### src/rtl/sgi_pkg.sv
// ----------------------------------------------------------------------------
// sgi_pkg: shared constants for the segment intersection block
// Default coordinate width used by the top level and its submodules.
// ----------------------------------------------------------------------------
package sgi_pkg;

  localparam int unsigned CoordBitsDef = 16;

endpackage

### src/rtl/sgi_div.sv
// ----------------------------------------------------------------------------
// sgi_div: pipelined restoring divider, one quotient bit per stage
// Quotient is known to fit in CW bits; CW stages.
// ----------------------------------------------------------------------------
module sgi_div #(
  parameter int unsigned CW = sgi_pkg::CoordBitsDef
) (
  input  logic              clk_i,
  input  logic              en_i,
  input  logic [3*CW+1:0]   num_i,
  input  logic [2*CW+1:0]   den_i,
  output logic [CW-1:0]     quo_o
);

  localparam int unsigned MW = 2 * CW + 2;
  localparam int unsigned NW = 3 * CW + 2;

  logic [NW-1:0] rem_q [CW];
  logic [MW-1:0] den_q [CW];
  logic [CW-1:0] quo_q [CW];

  for (genvar k = 0; k < CW; k++) begin : g_stage
    logic [NW-1:0] rem_in, sub;
    logic [MW-1:0] den_in;
    logic [CW-1:0] quo_in;
    logic          take;

    if (k == 0) begin : g_first
      assign rem_in = num_i;
      assign den_in = den_i;
      assign quo_in = '0;
    end else begin : g_next
      assign rem_in = rem_q[k-1];
      assign den_in = den_q[k-1];
      assign quo_in = quo_q[k-1];
    end

    assign sub  = NW'(den_in) << (CW - 1 - k);
    assign take = (rem_in >= sub);

    always_ff @(posedge clk_i) begin
      if (en_i) begin
        rem_q[k] <= take ? rem_in - sub : rem_in;
        den_q[k] <= den_in;
        quo_q[k] <= {quo_in[CW-2:0], take};
      end
    end
  end

  assign quo_o = quo_q[CW-1];

endmodule

### config.mk
export PLATFORM = sky130hd
export DESIGN_NAME = sgi_div
export DESIGN_NICKNAME = d
export VERILOG_FILES = /design/src/rtl/sgi_pkg.sv /design/src/rtl/sgi_div.sv
export SDC_FILE = /design/constraint.sdc
export NUM_CORES = 2
export LEC_CHECK = 0
export ABC_AREA = 0
export BUFFER_PORTS_ARGS = -buffer_cell sky130_fd_sc_hd__buf_4
export CAP_MARGIN = 10
export CORE_AREA = 4 4 487 537
export DETAILED_ROUTE_END_ITERATION = 12
export DIE_AREA = 0 0 491 541
export SLEW_MARGIN = 20
export SYNTH_ARGS = -nofsm -noshare
export SYNTH_HDL_FRONTEND = slang
export SYNTH_SLANG_ARGS = --single-unit
### constraint.sdc
create_clock -name clk_i -period 5.34 [get_ports clk_i]
set_clock_uncertainty 0.05 [all_clocks]
set_input_delay 1.068 -clock clk_i [delete_from_list [all_inputs] [get_ports clk_i]]
set_output_delay 1.068 -clock clk_i [all_outputs]
set_load 0.05 [all_outputs]
After elaboration in Yosys (flattened, before gate mapping)
Memory sizes are Yosys's and may differ from the RTL's.
Cells that the tools add are included.

word-level totals
  register bits = 0
  memories = 3
  input bits = 86
  RAM bits = 1600

operators by class
  muxes and demuxes = 18
  $add $sub $neg = 16
  magnitude comparators = 16

memories
  memory  depth  bits a word  rd ports  clocked after Yosys merged registers in  write ports  line           text
  rem_q   16     50           15        0                                        16           sgi_div.sv:18  logic [NW-1:0] rem_q [CW];
  den_q   16     34           15        0                                        16           sgi_div.sv:19  logic [MW-1:0] den_q [CW];
  quo_q   16     16           16        0                                        16           sgi_div.sv:20  logic [CW-1:0] quo_q [CW];

operator list
  operator                                      number
  2-to-1 mux 50 bit                             16
  greater-or-equal comparator 50 x 34 -> 1 bit  1
  greater-or-equal comparator 50 x 35 -> 1 bit  1
  greater-or-equal comparator 50 x 36 -> 1 bit  1
  greater-or-equal comparator 50 x 37 -> 1 bit  1
  greater-or-equal comparator 50 x 38 -> 1 bit  1
  greater-or-equal comparator 50 x 39 -> 1 bit  1
  greater-or-equal comparator 50 x 40 -> 1 bit  1
  greater-or-equal comparator 50 x 41 -> 1 bit  1
  greater-or-equal comparator 50 x 42 -> 1 bit  1
  greater-or-equal comparator 50 x 43 -> 1 bit  1
  greater-or-equal comparator 50 x 44 -> 1 bit  1
  greater-or-equal comparator 50 x 45 -> 1 bit  1
  greater-or-equal comparator 50 x 46 -> 1 bit  1
  greater-or-equal comparator 50 x 47 -> 1 bit  1
  greater-or-equal comparator 50 x 48 -> 1 bit  1
  greater-or-equal comparator 50 x 49 -> 1 bit  1
  subtractor 50 x 34 -> 50 bit                  1
  subtractor 50 x 35 -> 50 bit                  1
  subtractor 50 x 36 -> 50 bit                  1
  subtractor 50 x 37 -> 50 bit                  1
  subtractor 50 x 38 -> 50 bit                  1
  subtractor 50 x 39 -> 50 bit                  1
  subtractor 50 x 40 -> 50 bit                  1
  other kinds (10)                              11

Longest topological paths before layout
An unclocked memory read counts as a cell.

  depth in word-level cells = 3
  mapped depth = 17
  mapped depth without buffers = 15

Worst setup path before layout
Ideal clock, no wire load.

  kind = input to register
  start = input port num_i[15]
  end = memory rem_q[0][37] (netlist bit), data pin
  path slack = 1.222 ns
  data required time = 5.030 ns
  stages on the path = 14
  arrival time = 3.808 ns
  cells stage by stage = inv_1 -> ha_1 -> inv_1 -> fa_1 -> a21o_1 -> a21oi_1 -> o21ai_0 -> a31o_2 -> or4_1 -> a41oi_1 -> o21ai_0 -> a31oi_1 -> xnor2_1 -> mux2_2

RTL lines
  element             line           text
  start: declaration  sgi_div.sv:10  input logic [3*CW+1:0] num_i,
  end: declaration    sgi_div.sv:18

==> results_dict.tcl <==
set metrics [dict create \
    cts_root_buffer "clkbuf_16" \
    report.power.total_mw 48.7 \
    grt_pass1_vias 55200 \
    hold_viol 0 \
    syn_nets 7845 \
    post_cts_resized 0 \
    slew_headroom_pct 18.8 \
    power.density_nw_per_um2 546 \
    vias_per_cell 4.97 \
    tightest_slew_ns 1.21 \
    outcome "finished clean" \
    holdBufCountCts 0 \
    io_buffers 101 \
    numCtsBuffers 159 \
    synthArstFlopShare_pct 0 \
    finalSetupViolCount 0 \
    vias 53800 \
    combPwrFrac_pct 41.6 \
    synth_area_leaders "edfxtp_1, ha_1, a21oi_1" \
    synth_enable_flop_cells 1396 \
    place_hpwl_mm 151 \
    clock.fmax_mhz 215 \
    gr-usage-all-layers_pct 14.1 \
    max-vdd-ir-drop_v 0.000294 \
    crit_path_max_incr_delay_ns 0.94 \
    grt_max_degree 130 \
    rows 195 \
    area_growth_pct 13.0 \
    pwr-share-clk_pct 22.2 \
    critPathArrivalTime_ns 5.13 \
    syn_inst 7200 \
    worst_setup_path_end_kind "flip-flop" \
    drc_errors 0 \
    htreeDepth 4 \
    cap_viol_max_count 0 \
    busiest_layer "met2" \
    yosys_warnings 0 \
    p_seq_share_pct 36.2 \
    met3_usage_pct 1.94 \
    crit_top_cell "nor4_1" \
    layout_commonest_cell "edfxtp_1" \
    mostFrequentLayoutCells "edfxtp_1, a21oi_1, inv_1" \
    rsz0062_at_grt "no" \
    slew_viol_final 0 \
    crit_type "flip-flop to flip-flop" \
    post_cts_buffers 0 \
    synth_ff_type "edfxtp_1" \
    clock_sinks 1396 \
    postRouteWirelength_mm 192 \
    ys_ff_latch 1396 \
    gr-usage-met2_pct 26.1 \
    final_nets 7987 \
    gp_congestion 0.970 \
    cpMaxStageDelayCell "nor4_1" \
    clkTransAtPathRegs_ns 0.06 \
    initial_core_util_pct 30.9 \
    synth_area_leader_cell "edfxtp_1" \
    ys_types 105 \
    path_cells "ha_1 -> nand2_1 -> nor3_1 -> nand3_1 -> nor4_1 -> buf_4 -> nor4_1 -> o21a_1 -> or3_1 -> a21o_1 -> nor4_1 -> xor2_1" \
    die_y_um 541 \
    die-area_sq_um 266000 \
    power.share.switching_pct 36.9 \
    io_pins 102 \
    syn_area_per_cell_sq_um 11.0 \
    whs_ns 0.363 \
    die_x_um 491 \
    p_int_mw 30.8 \
    grt_antenna_before_repair 0 \
    drtAntennaViolNets 0 \
    worst-path-max-fanout 6 \
    crit_path_start_kind "flip-flop" \
    grt_overflow_total 0 \
    insertion_delay_ns 0.81 \
    met1_usage_pct 14.6 \
    fin_crit_sh_pct 87.2 \
    dr.pass1.iters 6 \
    wl_per_cell_um 17.7 \
    hold_path_class "flip-flop to flip-flop" \
    placeableCoreArea_sq_um 256000 \
    tns_ns 0 \
    cts_tree "yes" \
    clockBufferDepth 3 \
    leakage_nw 35.3 \
    crit_family "simple AND/OR/NAND/NOR gates" \
    diodes 0 \
    synth_area_sq_um 79000 \
    min_period_ns 4.65 \
    switchingPower_mw 18.0 \
    layout-drive-gt1-share_pct 7.77 \
    grt_pass1_wl_mm 301 \
    cp.required_ns 5.81 \
    ys_seq_area_share_pct 53.0 \
    worst-path-buf-inv 1 \
    synth.top_cell.area_share_pct 53.0 \
    drtIter0Drc 3018 \
]
-- worst register-to-register path, stage by stage, from the launching register on --
cell and delay [ns]:
edfxtp_1 0.41, ha_1 0.40, nand2_1 0.09, nor3_1 0.62
nand3_1 0.34, nor4_1 0.95, buf_4 0.28, nor4_1 0.06
o21a_1 0.22, or3_1 0.41, a21o_1 0.20, nor4_1 0.25
xor2_1 0.12
-- cells by family after synthesis --
family	synth area share [%]
AOI/OAI and AO/OA	15.0
and+or+nand+nor	10.8
DFF	53.0
buffers and inverters	4.33
xor gates and xnor gates	6.33
adders and majority gates	8.99
muxes	1.48
-- power groups by stage --
stage	sequential (mW)	combinational (mW)	clock, mW
after floorplan	17.1	15.1	0
after global placement	17.8	19.8	0
after detailed placement	17.8	20.1	0
after CTS	17.6	20.2	11.2
after global routing	17.9	22.5	11.7
final	17.6	20.3	10.8
-- flip-flops by register name, indices dropped and copies added (netlist names) --
name	count
rem_q	750
den_q	510
quo_q	136
-- final timing paths --
| check | startpoint | end | slack, ns | depth (start not counted) |
|---|---|---|---|---|
| worst max-delay path | rem_q[1][16] | rem_q[1][98] | 0.69 | 12 |
| worst min-delay path | quo_q[3][16] | quo_q[4][1] | 0.36 | 0 |
| worst max register to register | rem_q[1][16] | rem_q[1][98] | 0.69 | 12 |
| worst min register to register | quo_q[3][16] | quo_q[4][1] | 0.36 | 0 |
-- layout make-up --
cell class,count,area [sq um]
Sequential cell,1396,41900
Timing Repair Buffer,177,1600
Multi-Input combinational cell,4916,33700
Fill cell,25000,167000
Inverter,692,2600
Tap cell,3349,4190
Clock buffer,193,4170
Clock inverter,101,1060
-- cells in the mapped netlist, drive strengths merged (21+ instances only) --
master,n
edfxtp,1396
a21oi,705
inv,691
ha,544
nand2,499
nor2,471
o21ai,450
xnor2,340
a21o,318
xor2,231
clkbuf,139
nand3,124
nand4,115
mux2,99
nor3,95
nand2b,85
o21bai,81
nor4,71
nor2b,70
buf,57
a31oi,47
o21a,47
and3,43
o31ai,41
or3,41
and2,32
a211oi,31
o211ai,28
or4,21
-- metrics by stage --
| step | setup WS (ns) | cells | instance area [sq um] | utilization (%) |
|---|---|---|---|---|
| floorplan | 1.22 | 7200 | 79000 | - |
| global placement | 0.680 | 10500 | 84100 | 32.8 |
| detailed placement | 0.679 | 10500 | 84100 | 32.8 |
| CTS | 0.740 | 10800 | 89300 | 34.9 |
| global route | 0.426 | 10800 | 89300 | 34.9 |
| finish | 0.686 | 10800 | 89300 | 34.9 |
-- per-layer routing --
metal  up-vias  wire [um]
met5         -          0
met4         0      15500
met3       529       6130
met2      1259      97400
met1     25300      72500
li1      26700          -
(Power assumes the default switching activity.)
